### src/jsu_pkg.sv
// jsu_pkg: shared types and constants of the json string unescaper
// no dependencies; used by every other file of the block but jsu_stream_if
package jsu_pkg;

    // special bytes of a json string body
    localparam logic [7:0] C_QUOTE     = 8'h22;
    localparam logic [7:0] C_BACKSLASH = 8'h5C;
    localparam logic [7:0] C_SLASH     = 8'h2F;
    localparam logic [7:0] C_LOWER_B   = 8'h62;
    localparam logic [7:0] C_LOWER_F   = 8'h66;
    localparam logic [7:0] C_LOWER_N   = 8'h6E;
    localparam logic [7:0] C_LOWER_R   = 8'h72;
    localparam logic [7:0] C_LOWER_T   = 8'h74;
    localparam logic [7:0] C_LOWER_U   = 8'h75;
    localparam logic [7:0] C_NUL       = 8'h00;

    // control characters produced by the short escapes
    localparam logic [7:0] C_BS  = 8'h08;
    localparam logic [7:0] C_FF  = 8'h0C;
    localparam logic [7:0] C_LF  = 8'h0A;
    localparam logic [7:0] C_CR  = 8'h0D;
    localparam logic [7:0] C_TAB = 8'h09;

    // utf-8 encoding
    localparam logic [7:0]  C_LEAD2    = 8'hC0;
    localparam logic [7:0]  C_LEAD3    = 8'hE0;
    localparam logic [7:0]  C_CONT     = 8'h80;
    localparam logic [7:0]  C_CONT_MSK = 8'h3F;
    localparam logic [15:0] C_ONE_MAX  = 16'h0080;
    localparam logic [15:0] C_TWO_MAX  = 16'h0800;

    localparam int unsigned MAX_RESULTS = 3;

    typedef enum logic [2:0] {
        KIND_DATA    = 3'd0,
        KIND_END     = 3'd1,
        KIND_BAD_ESC = 3'd2,
        KIND_BAD_HEX = 3'd3,
        KIND_UNTERM  = 3'd4
    } t_kind;

    typedef struct packed {
        logic [7:0] out_byte;
        t_kind      kind;
        logic       last;
    } t_result;

    // all results caused by one input item
    typedef struct packed {
        t_result [MAX_RESULTS-1:0] res;
        logic [1:0]                cnt;
    } t_group;

endpackage

### src/jsu_stream_if.sv
// jsu_in_if / jsu_out_if: valid/ready channels of the json string unescaper
// no dependencies
interface jsu_in_if;
    logic       valid;
    logic       ready;
    logic [7:0] in_byte;

    modport source (output valid, output in_byte, input ready);
    modport sink   (input valid, input in_byte, output ready);
endinterface

interface jsu_out_if;
    logic       valid;
    logic       ready;
    logic [7:0] out_byte;
    logic [2:0] kind;
    logic       last;

    modport source (output valid, output out_byte, output kind, output last, input ready);
    modport sink   (input valid, input out_byte, input kind, input last, output ready);
endinterface

### src/jsu_decode.sv
// jsu_decode: escape state and per-item decode into a group of up to three results
// depends on jsu_pkg
module jsu_decode (
    input  logic             i_clk,
    input  logic             i_rst_n,
    input  logic             i_step,
    input  logic [7:0]       i_byte,
    output jsu_pkg::t_group  o_grp
);

    typedef enum logic [1:0] {
        MODE_NORMAL = 2'd0,
        MODE_ESCAPE = 2'd1,
        MODE_HEX    = 2'd2
    } t_mode;

    t_mode       r_mode, n_mode;
    logic [1:0]  r_digits, n_digits;
    logic [11:0] r_cp, n_cp;

    // bit 4 flags a valid hex digit, bits 3:0 its value
    function automatic logic [4:0] hex_value(input logic [7:0] b);
        logic [4:0] v;
        v = 5'd0;
        if (b >= 8'h30 && b <= 8'h39) begin
            v = {1'b1, 4'(b - 8'h30)};
        end else if (b >= 8'h61 && b <= 8'h66) begin
            v = {1'b1, 4'(b - 8'h57)};
        end else if (b >= 8'h41 && b <= 8'h46) begin
            v = {1'b1, 4'(b - 8'h37)};
        end
        return v;
    endfunction

    logic [4:0]  w_hex;
    logic [15:0] w_cp;

    always_comb begin
        w_hex = hex_value(i_byte);
        w_cp  = {r_cp, w_hex[3:0]};

        n_mode   = r_mode;
        n_digits = r_digits;
        n_cp     = r_cp;
        o_grp.cnt = 2'd0;
        for (int i = 0; i < jsu_pkg::MAX_RESULTS; i++) begin
            o_grp.res[i] = '{out_byte: jsu_pkg::C_NUL, kind: jsu_pkg::KIND_DATA, last: 1'b0};
        end
        // single-result default: entry 0 is last
        o_grp.res[0].last = 1'b1;

        if (i_byte == jsu_pkg::C_NUL) begin
            n_mode = MODE_NORMAL; n_digits = 2'd0; n_cp = 12'd0;
            o_grp.cnt = 2'd1;
            o_grp.res[0].kind = jsu_pkg::KIND_UNTERM;
        end else begin
            unique case (r_mode)
                MODE_ESCAPE: begin
                    n_mode = MODE_NORMAL; n_digits = 2'd0; n_cp = 12'd0;
                    o_grp.cnt = 2'd1;
                    unique case (i_byte)
                        jsu_pkg::C_QUOTE, jsu_pkg::C_BACKSLASH, jsu_pkg::C_SLASH: begin
                            o_grp.res[0].out_byte = i_byte;
                        end
                        jsu_pkg::C_LOWER_B: o_grp.res[0].out_byte = jsu_pkg::C_BS;
                        jsu_pkg::C_LOWER_F: o_grp.res[0].out_byte = jsu_pkg::C_FF;
                        jsu_pkg::C_LOWER_N: o_grp.res[0].out_byte = jsu_pkg::C_LF;
                        jsu_pkg::C_LOWER_R: o_grp.res[0].out_byte = jsu_pkg::C_CR;
                        jsu_pkg::C_LOWER_T: o_grp.res[0].out_byte = jsu_pkg::C_TAB;
                        jsu_pkg::C_LOWER_U: begin
                            n_mode = MODE_HEX;
                            o_grp.cnt = 2'd0;
                        end
                        default: o_grp.res[0].kind = jsu_pkg::KIND_BAD_ESC;
                    endcase
                end
                MODE_HEX: begin
                    if (!w_hex[4]) begin
                        n_mode = MODE_NORMAL; n_digits = 2'd0; n_cp = 12'd0;
                        o_grp.cnt = 2'd1;
                        o_grp.res[0].kind = jsu_pkg::KIND_BAD_HEX;
                    end else if (r_digits == 2'd3) begin
                        n_mode = MODE_NORMAL; n_digits = 2'd0; n_cp = 12'd0;
                        if (w_cp < jsu_pkg::C_ONE_MAX) begin
                            o_grp.cnt = 2'd1;
                            o_grp.res[0].out_byte = w_cp[7:0];
                        end else if (w_cp < jsu_pkg::C_TWO_MAX) begin
                            o_grp.cnt = 2'd2;
                            o_grp.res[0].last = 1'b0;
                            o_grp.res[0].out_byte = jsu_pkg::C_LEAD2 | {3'd0, w_cp[10:6]};
                            o_grp.res[1].out_byte =
                                jsu_pkg::C_CONT | (jsu_pkg::C_CONT_MSK & {2'd0, w_cp[5:0]});
                            o_grp.res[1].last = 1'b1;
                        end else begin
                            o_grp.cnt = 2'd3;
                            o_grp.res[0].last = 1'b0;
                            o_grp.res[0].out_byte = jsu_pkg::C_LEAD3 | {4'd0, w_cp[15:12]};
                            o_grp.res[1].out_byte =
                                jsu_pkg::C_CONT | (jsu_pkg::C_CONT_MSK & {2'd0, w_cp[11:6]});
                            o_grp.res[2].out_byte =
                                jsu_pkg::C_CONT | (jsu_pkg::C_CONT_MSK & {2'd0, w_cp[5:0]});
                            o_grp.res[2].last = 1'b1;
                        end
                    end else begin
                        n_digits = r_digits + 2'd1;
                        n_cp     = w_cp[11:0];
                    end
                end
                default: begin
                    // normal mode, also the unused mode code
                    n_mode = MODE_NORMAL; n_digits = 2'd0; n_cp = 12'd0;
                    if (i_byte == jsu_pkg::C_BACKSLASH) begin
                        n_mode = MODE_ESCAPE;
                    end else if (i_byte == jsu_pkg::C_QUOTE) begin
                        o_grp.cnt = 2'd1;
                        o_grp.res[0].kind = jsu_pkg::KIND_END;
                    end else begin
                        o_grp.cnt = 2'd1;
                        o_grp.res[0].out_byte = i_byte;
                    end
                end
            endcase
        end
    end

    always_ff @(posedge i_clk) begin
        if (!i_rst_n) begin
            r_mode   <= MODE_NORMAL;
            r_digits <= 2'd0;
            r_cp     <= 12'd0;
        end else if (i_step) begin
            r_mode   <= n_mode;
            r_digits <= n_digits;
            r_cp     <= n_cp;
        end
    end

endmodule

### src/jsu_emit.sv
// jsu_emit: result register holding one group, sent one item per handshake
// depends on jsu_pkg and jsu_out_if
module jsu_emit (
    input  logic            i_clk,
    input  logic            i_rst_n,
    input  logic            i_valid,
    input  jsu_pkg::t_group i_grp,
    output logic            o_take,
    jsu_out_if.source       o_out
);

    jsu_pkg::t_result [jsu_pkg::MAX_RESULTS-1:0] r_res;
    logic [1:0] r_cnt;
    logic [1:0] r_pos;
    logic       w_free;
    logic       w_load;
    logic       w_send;

    always_comb begin
        w_send = o_out.valid && o_out.ready;
        // register is empty or empties in this cycle
        w_free = (r_cnt == 2'd0) || (r_cnt == 2'd1 && o_out.ready);
        // a group without results never has to wait
        o_take = (i_grp.cnt == 2'd0) || w_free;
        w_load = i_valid && w_free && (i_grp.cnt != 2'd0);
    end

    assign o_out.valid    = (r_cnt != 2'd0);
    assign o_out.out_byte = r_res[r_pos].out_byte;
    assign o_out.kind     = r_res[r_pos].kind;
    assign o_out.last     = r_res[r_pos].last;

    always_ff @(posedge i_clk) begin
        if (!i_rst_n) begin
            r_cnt <= 2'd0;
            r_pos <= 2'd0;
        end else if (w_load) begin
            r_cnt <= i_grp.cnt;
            r_pos <= 2'd0;
        end else if (w_send) begin
            r_cnt <= r_cnt - 2'd1;
            r_pos <= r_pos + 2'd1;
        end
    end

    always_ff @(posedge i_clk) begin
        if (w_load) begin
            r_res <= i_grp.res;
        end
    end

endmodule

### src/json_string_unescaper.sv
// json_string_unescaper: top level of the json string body unescaper
// depends on jsu_pkg, jsu_stream_if, jsu_decode and jsu_emit
//
// usage
//   i_in  carries the bytes of a json string body, one item per byte, starting
//         after the opening quote; a zero byte marks the end of input
//   o_out carries result items: decoded data bytes, a string end marker, or an
//         error code; last is set on the final item caused by an input byte
//   plain bytes and short escapes give one item, a \u escape gives one to three
//   utf-8 bytes on its fourth hex digit, a backslash, the u and the first three
//   hex digits give none
// timing
//   an input byte is registered on acceptance, and its group is loaded into the
//   result register at the edge at which that register frees; its first item
//   then shows on o_out from the result register
//   one byte per cycle is taken while each gives at most one item and o_out does
//   not stall; a byte that gives more items holds the next one back while the
//   result register sends them out one by one
// reset and stall
//   synchronous reset returns to normal mode and drops the input and result
//   registers; when o_out stalls, bytes that give no item still flow through
//   and the input side stops once the input register holds a byte with results
module json_string_unescaper (
    input  logic      i_clk,
    input  logic      i_rst_n,
    jsu_in_if.sink    i_in,
    jsu_out_if.source o_out
);

    // input register
    logic       r_in_valid;
    logic [7:0] r_in_byte;

    jsu_pkg::t_group w_grp;
    logic            w_take;
    logic            w_step;

    // the input register frees when its group moves into the result register or has no results
    assign i_in.ready = !r_in_valid || w_take;
    assign w_step     = r_in_valid && w_take;

    always_ff @(posedge i_clk) begin
        if (!i_rst_n) begin
            r_in_valid <= 1'b0;
        end else if (i_in.ready) begin
            r_in_valid <= i_in.valid;
        end
    end

    always_ff @(posedge i_clk) begin
        if (i_in.valid && i_in.ready) begin
            r_in_byte <= i_in.in_byte;
        end
    end

    // mode tracking and decode of the registered byte
    jsu_decode u_decode (
        .i_clk   (i_clk),
        .i_rst_n (i_rst_n),
        .i_step  (w_step),
        .i_byte  (r_in_byte),
        .o_grp   (w_grp)
    );

    // result register and item sequencing
    jsu_emit u_emit (
        .i_clk   (i_clk),
        .i_rst_n (i_rst_n),
        .i_valid (r_in_valid),
        .i_grp   (w_grp),
        .o_take  (w_take),
        .o_out   (o_out)
    );

`ifndef SYNTHESIS
    // an item that is not last is always followed by another item of its group
    a_group_continues: assert property (@(posedge i_clk) disable iff (!i_rst_n)
        o_out.valid && o_out.ready && !o_out.last |=> o_out.valid)
        else $error("group ended before its last item");

    // a held input byte is neither lost nor changed
    a_input_held: assert property (@(posedge i_clk) disable iff (!i_rst_n)
        r_in_valid && !w_take |=> r_in_valid && $stable(r_in_byte))
        else $error("pending input byte lost");

    // status items are single and carry a zero byte
    a_status_item: assert property (@(posedge i_clk) disable iff (!i_rst_n)
        o_out.valid && (o_out.kind != jsu_pkg::KIND_DATA)
        |-> o_out.last && (o_out.out_byte == jsu_pkg::C_NUL))
        else $error("status item malformed");
`endif

endmodule

### src/flat_wrapper.sv
// flat-port wrapper written by rule: the top's interface ports become plain ports
module json_string_unescaper_flat 
  (i_clk, i_rst_n, i_in_valid, i_in_in_byte, i_in_ready, o_out_valid, o_out_out_byte, o_out_kind, o_out_last, o_out_ready);
  jsu_in_if i_in_i ();
  jsu_out_if o_out_i ();
  input  logic i_clk;
  input  logic i_rst_n;
  input wire logic [$bits(i_in_i.valid)-1:0] i_in_valid;
  input wire logic [$bits(i_in_i.in_byte)-1:0] i_in_in_byte;
  output wire logic [$bits(i_in_i.ready)-1:0] i_in_ready;
  output wire logic [$bits(o_out_i.valid)-1:0] o_out_valid;
  output wire logic [$bits(o_out_i.out_byte)-1:0] o_out_out_byte;
  output wire logic [$bits(o_out_i.kind)-1:0] o_out_kind;
  output wire logic [$bits(o_out_i.last)-1:0] o_out_last;
  input wire logic [$bits(o_out_i.ready)-1:0] o_out_ready;
  assign i_in_i.valid = i_in_valid;
  assign i_in_i.in_byte = i_in_in_byte;
  assign i_in_ready = i_in_i.ready;
  assign o_out_valid = o_out_i.valid;
  assign o_out_out_byte = o_out_i.out_byte;
  assign o_out_kind = o_out_i.kind;
  assign o_out_last = o_out_i.last;
  assign o_out_i.ready = o_out_ready;
  json_string_unescaper u_core (.i_clk(i_clk), .i_rst_n(i_rst_n), .i_in(i_in_i), .o_out(o_out_i));
endmodule
### config.mk
export PLATFORM = sky130hd
export DESIGN_NAME = json_string_unescaper_flat
export DESIGN_NICKNAME = d
export VERILOG_FILES = /design/src/jsu_pkg.sv /design/src/jsu_stream_if.sv /design/src/jsu_decode.sv /design/src/jsu_emit.sv /design/src/json_string_unescaper.sv /design/src/flat_wrapper.sv
export SDC_FILE = /design/constraint.sdc
export NUM_CORES = 1
export LEC_CHECK = 0
export ABC_AREA = 1
export BUFFER_PORTS_ARGS = -buffer_cell sky130_fd_sc_hd__buf_2
export CAP_MARGIN = 20
export CORE_MARGIN = 2
export CORE_UTILIZATION = 54
export DETAILED_ROUTE_END_ITERATION = 7
export GPL_TIMING_DRIVEN = 1
export PLACE_DENSITY = 0.75
export SLEW_MARGIN = 20
export SYNTH_ARGS = -nofsm -noshare
export SYNTH_HDL_FRONTEND = slang
export SYNTH_SLANG_ARGS = --single-unit
### constraint.sdc
create_clock -name i_clk -period 2.35 [get_ports i_clk]
set_input_delay 0.47 -clock i_clk [delete_from_list [all_inputs] [get_ports i_clk]]
set_output_delay 0.47 -clock i_clk [all_outputs]
set_load 0.02 [all_outputs]
; ---- Yosys cells after proc, flatten, opt, wreduce, memory -nomap -nowiden
; Cells that the tools add are included.
[totals]
in_bits = 12
output_inout_bits = 14
wordCells = 117
ff_bits = 59
[classes]
reduce_logical = 25
n_mux = 44
magnitude_cmp = 9
bitwise_logic = 4
eq_ne = 14
add_sub_neg = 6
[ops]
columns = operator, n
row1 = two-way mux 12 bit, 5
row2 = == test 8 x 7 -> 1 bit (second input constant), 7
row3 = case mux 8 bit (6 select lines), 1
row4 = two-way mux 8 bit, 5
row5 = two-way mux 2 bit, 16
row6 = binary-select mux 12 bit (select 2 bit), 1
row7 = case mux 11 bit (2 select lines), 1
row8 = == test 8 x 6 -> 1 bit (second input constant), 2
row9 = >= comparator 8 x 7 -> 1 bit (second input constant), 2
row10 = <= comparator 8 x 7 -> 1 bit (second input constant), 2
row11 = < comparator 16 x 12 -> 1 bit (second input constant), 1
row12 = < comparator 16 x 8 -> 1 bit (second input constant), 1
row13 = two-way mux 5 bit, 3
row14 = two-way mux 6 bit, 2
row15 = two-way mux 11 bit, 1
row16 = logical AND 1 bit, 9
row17 = OR reduction 9 bit, 1
row18 = >= comparator 8 x 6 -> 1 bit (second input constant), 1
row19 = <= comparator 8 x 6 -> 1 bit (second input constant), 1
row20 = logical NOT 8 bit, 1
row21 = case mux 2 bit (2 select lines), 2
row22 = subtractor 4 x 3 -> 4 bit (second input constant), 2
row23 = two-way mux 1 bit, 7
row24 = nonzero test 2 bit, 3
row25 = 16 further kinds, 25

; ---- Longest topological paths before layout
[depth]
depth_word = 16
depth_mapped = 17
mapped_depth_nobuf = 16

; ---- Cells and area by module
; A second synthesis with hierarchy kept.
[unflattened]
cells_unflattened = 431
hier_area_um2 = 3721.1
[by_module_without_submodules]
columns = module, area_each_um2, cells_per_inst, seq_area_each_um2, n_inst
row1 = jsu_decode, 1742.9, 281, 320.3, 1
row2 = jsu_emit, 1679.1, 133, 1161.1, 1
row3 = json_string_unescaper, 299.0, 17, 260.2, 1

; ---- Least setup slack after synthesis
; OpenSTA, ideal clock, no wires.
[synth_path]
kind = flip-flop to flip-flop
startpoint = register u_core.r_in_byte[0]
endpoint = register u_core.u_emit.r_res[0] (netlist bit), enable pin
slack_ps = -161
t_arrival_ps = 2130
required_time_ps = 1968
synth_period_minus_slack_ps = 2511
setup_time_ps = 382
path_stages_with_launch = 13
cell_sequence = edfxtp_1 -> inv_1 -> ha_1 -> nor2_1 -> nand2_1 -> nand3_4 -> nand2_8 -> nand2_8 -> nor2_8 -> nand2_4 -> nand2_4 -> nand2_1 -> inv_1
[synth_between]
elab_chain_len = 14
elab_cells_between_ends = 30
classes_between = add/sub (3) / order compare (8) / eq/ne (2) / mux (11) / reduce/logical (6)
[synth_rtl]
columns = element, line_no
row1 = start: declaration, json_string_unescaper.sv:32  ; logic [7:0] r_in_byte;
row2 = start signal: assignment, json_string_unescaper.sv:52  ; r_in_byte <= i_in.in_byte;
row3 = >= comparator 8 x 7 -> 1 bit / <= comparator 8 x 7 -> 1 bit (equally long branches), jsu_decode.sv:29  ; end else if (b >= 8'h41 && b <= 8'h46) begin
row4 = logical AND 1 bit, jsu_decode.sv:29
row5 = two-way mux 5 bit, jsu_decode.sv:29
row6 = two-way mux 5 bit, jsu_decode.sv:27  ; end else if (b >= 8'h61 && b <= 8'h66) begin
row7 = two-way mux 5 bit, jsu_decode.sv:25  ; if (b >= 8'h30 && b <= 8'h39) begin
row8 = < comparator 16 x 12 -> 1 bit, jsu_decode.sv:87  ; end else if (w_cp < jsu_pkg::C_TWO_MAX) begin
row9 = two-way mux 1 bit, jsu_decode.sv:87
row10 = two-way mux 2 bit, jsu_decode.sv:84  ; if (w_cp < jsu_pkg::C_ONE_MAX) begin
row11 = two-way mux 2 bit, jsu_decode.sv:82  ; end else if (r_digits == 2'd3) begin
row12 = two-way mux 2 bit, jsu_decode.sv:78  ; if (!w_hex[4]) begin
row13 = case mux 2 bit (2 select lines), jsu_decode.sv:57  ; unique case (r_mode)
row14 = two-way mux 2 bit *, jsu_decode.sv:52  ; if (i_byte == jsu_pkg::C_NUL) begin
row15 = nonzero test 2 bit *, jsu_emit.sv:25  ; w_load = i_valid && w_free && (i_grp.cnt != 2'd0);
row16 = logical AND 1 bit *, jsu_emit.sv:25
row17 = named net u_core.u_emit.w_load, jsu_emit.sv:16  ; logic w_load;
row18 = end signal: assignment, jsu_emit.sv:48  ; r_res <= i_grp.res;
row19 = end: declaration, jsu_emit.sv:12  ; jsu_pkg::t_result [jsu_pkg::MAX_RESULTS-1:0] r_res;
; The timed path passes the listed nets; every way through them passes the cells marked *.
; A chain may end at the register's enable or synchronous reset.

; ---- Final worst setup path
[layout_path]
startpoint = register u_core.r_in_byte[1]
endpoint = output i_in_ready
[layout_between]
elab_chain_len = 15
elab_cells_between_ends = 31
classes_between = add/sub (3) / order compare (8) / eq/ne (2) / mux (11) / reduce/logical (7)
[layout_rtl]
columns = element, line_no
row1 = >= comparator 8 x 7 -> 1 bit / <= comparator 8 x 7 -> 1 bit (equally long branches), jsu_decode.sv:29
row2 = logical AND 1 bit, jsu_decode.sv:29
row3 = two-way mux 5 bit, jsu_decode.sv:29
row4 = two-way mux 5 bit, jsu_decode.sv:27
row5 = two-way mux 5 bit, jsu_decode.sv:25
row6 = < comparator 16 x 12 -> 1 bit, jsu_decode.sv:87
row7 = two-way mux 1 bit, jsu_decode.sv:87
row8 = two-way mux 2 bit, jsu_decode.sv:84
row9 = two-way mux 2 bit, jsu_decode.sv:82
row10 = two-way mux 2 bit, jsu_decode.sv:78
row11 = case mux 2 bit (2 select lines), jsu_decode.sv:57
row12 = two-way mux 2 bit *, jsu_decode.sv:52
row13 = logical NOT 2 bit *, jsu_emit.sv:24  ; o_take = (i_grp.cnt == 2'd0) || w_free;
row14 = logical OR 1 bit *, jsu_emit.sv:24
row15 = logical OR 1 bit *, json_string_unescaper.sv:39  ; assign i_in.ready = !r_in_valid || w_take;
row16 = end: declaration, flat_wrapper.sv:10  ; output wire logic [$bits(i_in_i.ready)-1:0] i_in_ready;
; Every way passes the cells marked *; elsewhere a longest branch is shown, timed or not.

==> reports/results.tsv <==
metric	value	unit
Num CTS Buffers	5	
Seq/Total Area, Yosys	44.8	%
status	complete, but fails checks	
Max Freq	417	MHz
critical-path cell list	inv_2 > ha_4 > nor2_1 > nand2_1 > nand3_4 > nand2_8 > nand2_8 > nor2_8 > nand2_4 > nand2_4 > nand3_4 > buf_6	
area of the multi-input gates	1610	um2
Sink Count	56	
Startpoint Class	flip-flop	
largest net degree at the start of global routing	28	
Final period util	102	%
per-cell routed wire length	14.3	um
crit end category	primary output	
VDD IR max	0.000555	V
Post-Synthesis Cell Area	3290	um2
Post-Synthesis Cells	405	
Nets	470	
# diodes	0	
Vias/cell	5.38	
layout cells sized above 1	24.2	%
Syn Nets	426	
Main synth FF type	edfxtp_1	
Layout Area Growth over Synthesis	15.8	%
clock-pin slew on the worst setup and hold paths	0.09	ns
initial drt markers	295	
top post-synthesis cells by area	edfxtp_1, dfxtp_1, nor2_1	
final global-route overflow total	0	
DIE HEIGHT	82.0	um
post-detailed-route count of antenna-violating nets	0	
CP peak stage delay	0.40	ns
data required time of the worst path	1.88	ns
total track usage	23.5	%
WHS Path Cells	1	
slew margin rel.	58.0	%
# IOs	26	
failing checks	setup timing	
Worst-Margin Slew	0.630	ns
H-Tree Depth	2	
Power Dens Cells	983	nW/um2
Slew Viols, Final	0	
count of warnings emitted by yosys	0	
critical path depth	12	
critical path arrival	1.93	ns
Max clock buf depth	2	
crit path max fanout	7	
Setup TNS Final	-0.0452	ns
First-pass DRT Iterations	5	
DR vias	2824	
die width	82.0	um
Max Cap Viol	0	
Min-Delay Path Class	in2reg	
setup ws final	-0.0452	ns
HPWL Detailed	5.48	mm
CTS tree	yes	
vias in the first global route	2555	
Mean Syn Cell Area	8.11	um2
Hold Buf Count CTS	0	
Worst Path Buf+Inv	2	
leakage power	0.00155	uW
I/O Buffers	25	
worst skew pair latency	0.30	ns
Row Count	28	
crit path time final	2.40	ns
Setup-failing EPs final	1	
DRT Wirelength	7.52	mm
Filler cells	490	
Reg area	1470	um2
Layout Skew	0.00660	ns
reg2reg path depth	14	
total die area	6720	um2
Core Region	5890	um2
crit-path leading delay family	simple AND/OR/NAND/NOR gates	
Slowest cell on crit path	edfxtp_1	
Async SR Flop Fraction	0	%
initial core utilization	55.8	%
Clock Tree Root	clkbuf_8	
FF+latch count, synth	56	
post-synth top area cell	edfxtp_1	
placed cells	503	
initial antenna violation count	0	
routability cong.	0.959	
first-pass GRT wire length	12.0	mm
DRC Markers	0	
Layout Cells excl Fill	525	
Post-synth EDFFs	35	
RSZ-0062 raised after global routing	yes	
critical path class	reg2out	
synth unique cells	38	
Yosys top cell area share	32.0	%
Hold Fails Final Rpt	0	
## synth_stat cells (5+ instances only)
library cell and count:
a21oi_1 13, clkbuf_1 5, dfxtp_1 21, edfxtp_1 35, ha_1 9, inv_1 46
nand2_1 61, nand3_1 22, nand4_1 7, nor2_1 81, nor2_2 15, nor3_1 5
o21ai_0 22, o21ai_1 10, o22ai_1 7, o31ai_1 8
## power breakdown
| part | switching [uW] | internal [uW] |
|---|---|---|
| Sequential | 141 | 1310 |
| Clock | 300 | 213 |
| Combinational | 1190 | 587 |
| Total | 1630 | 2110 |
## cell type report
cell class              count  share of cell area (%)
multi-input cells         286                    42.4
well taps                  75                    2.47
clock buffers               6                    1.91
flip-flops and latches     56                    38.7
repair buffers             50                    8.82
inverters                  50                    5.30
clock inverters             2                   0.428
## cells in the final DEF (no fill, tap or decap), drive strengths merged, types with 8 or more instances in the layout
cell,synthesis,layout
ha,9,9
nand2,70,70
o31ai,8,8
nand4,8,8
buf,7,50
edfxtp,35,35
nor2,100,100
a21oi,13,13
dfxtp,21,21
inv,50,49
nand3,23,23
o21ai,32,32
## worst paths after layout
| check | startpoint | end | slack [ns] |
|---|---|---|---|
| worst max-delay path | u_core.r_in_byte[1] | i_in_ready | -0.05 |
| worst min-delay path | i_in_in_byte[2] | u_core.r_in_byte[2] | 0.34 |
| worst max register to register | u_core.r_in_byte[1] | u_core.u_emit.r_res[5] | 0.16 |
| worst min register to register | u_core.u_emit.r_cnt[1] | u_core.u_emit.r_cnt[1] | 0.49 |
## worst reg2reg max path: stages (launching register included)
cell,delay [ns]
edfxtp_1,0.40
inv_2,0.12
ha_4,0.18
nor2_1,0.05
nand2_1,0.10
nand3_4,0.12
nand2_8,0.11
nand2_8,0.07
nor2_8,0.10
nand2_4,0.06
nand2_4,0.07
buf_4,0.14
nand2_2,0.09
clkinvlp_4,0.10
buf_12,0.17
## metrics by stage
step | power (uW) | setup WS (ns) | hold slack, ns | utilization (%) | cell area [um2]
finish | 3740 | -0.0452 | 0.337 | 64.6 | 3800
global route | 4020 | -0.149 | 0.323 | 64.6 | 3800
CTS | 3700 | -0.0103 | 0.332 | 63.4 | 3730
detailed placement | 3110 | 0.0423 | 0.480 | 59.8 | 3520
global placement | 3090 | 0.116 | 0.465 | 59.8 | 3520
floorplan | 2710 | 0.0688 | 0.453 | - | 3290
## state kept, by name (all words and copies together), names as in the netlist
register                  count
u_core.u_emit.r_res          27
u_core.u_decode.r_cp         12
u_core.r_in_byte              8
u_core.u_decode.r_digits      2
u_core.u_decode.r_mode        2
u_core.u_emit.r_cnt           2
u_core.u_emit.r_pos           2
u_core.r_in_valid             1
## routing by layer
layer	global-route usage (%)	vias up	share of wire, %
li1	-	1419	-
met1	30.3	1261	41
met2	39.6	124	49
met3	4.07	20	6.5
met4	8.33	0	3.1
met5	0	-	0
## repair_timing
| item | in CTS | in global routing |
|---|---|---|
| resized for setup | 18 | 6 |
| setup endpoints to repair | 1 | 33 |
| buffers inserted | 7 | 7 |
| pin swaps | 7 | 2 |
## cell families (layout without fill, tap and decap cells)
logic type / after synthesis / count (layout) / share of synthesized area, %
compound gates: 63 / 63 / 10.8
simple gates: 211 / 211 / 31.8
buf+inv: 63 / 108 / 8.42
xor+xnor: 3 / 3 / 0.800
fa+ha+maj: 9 / 9 / 3.43
flops: 56 / 56 / 44.8
Note: power is estimated with default switching activity, not from simulation.
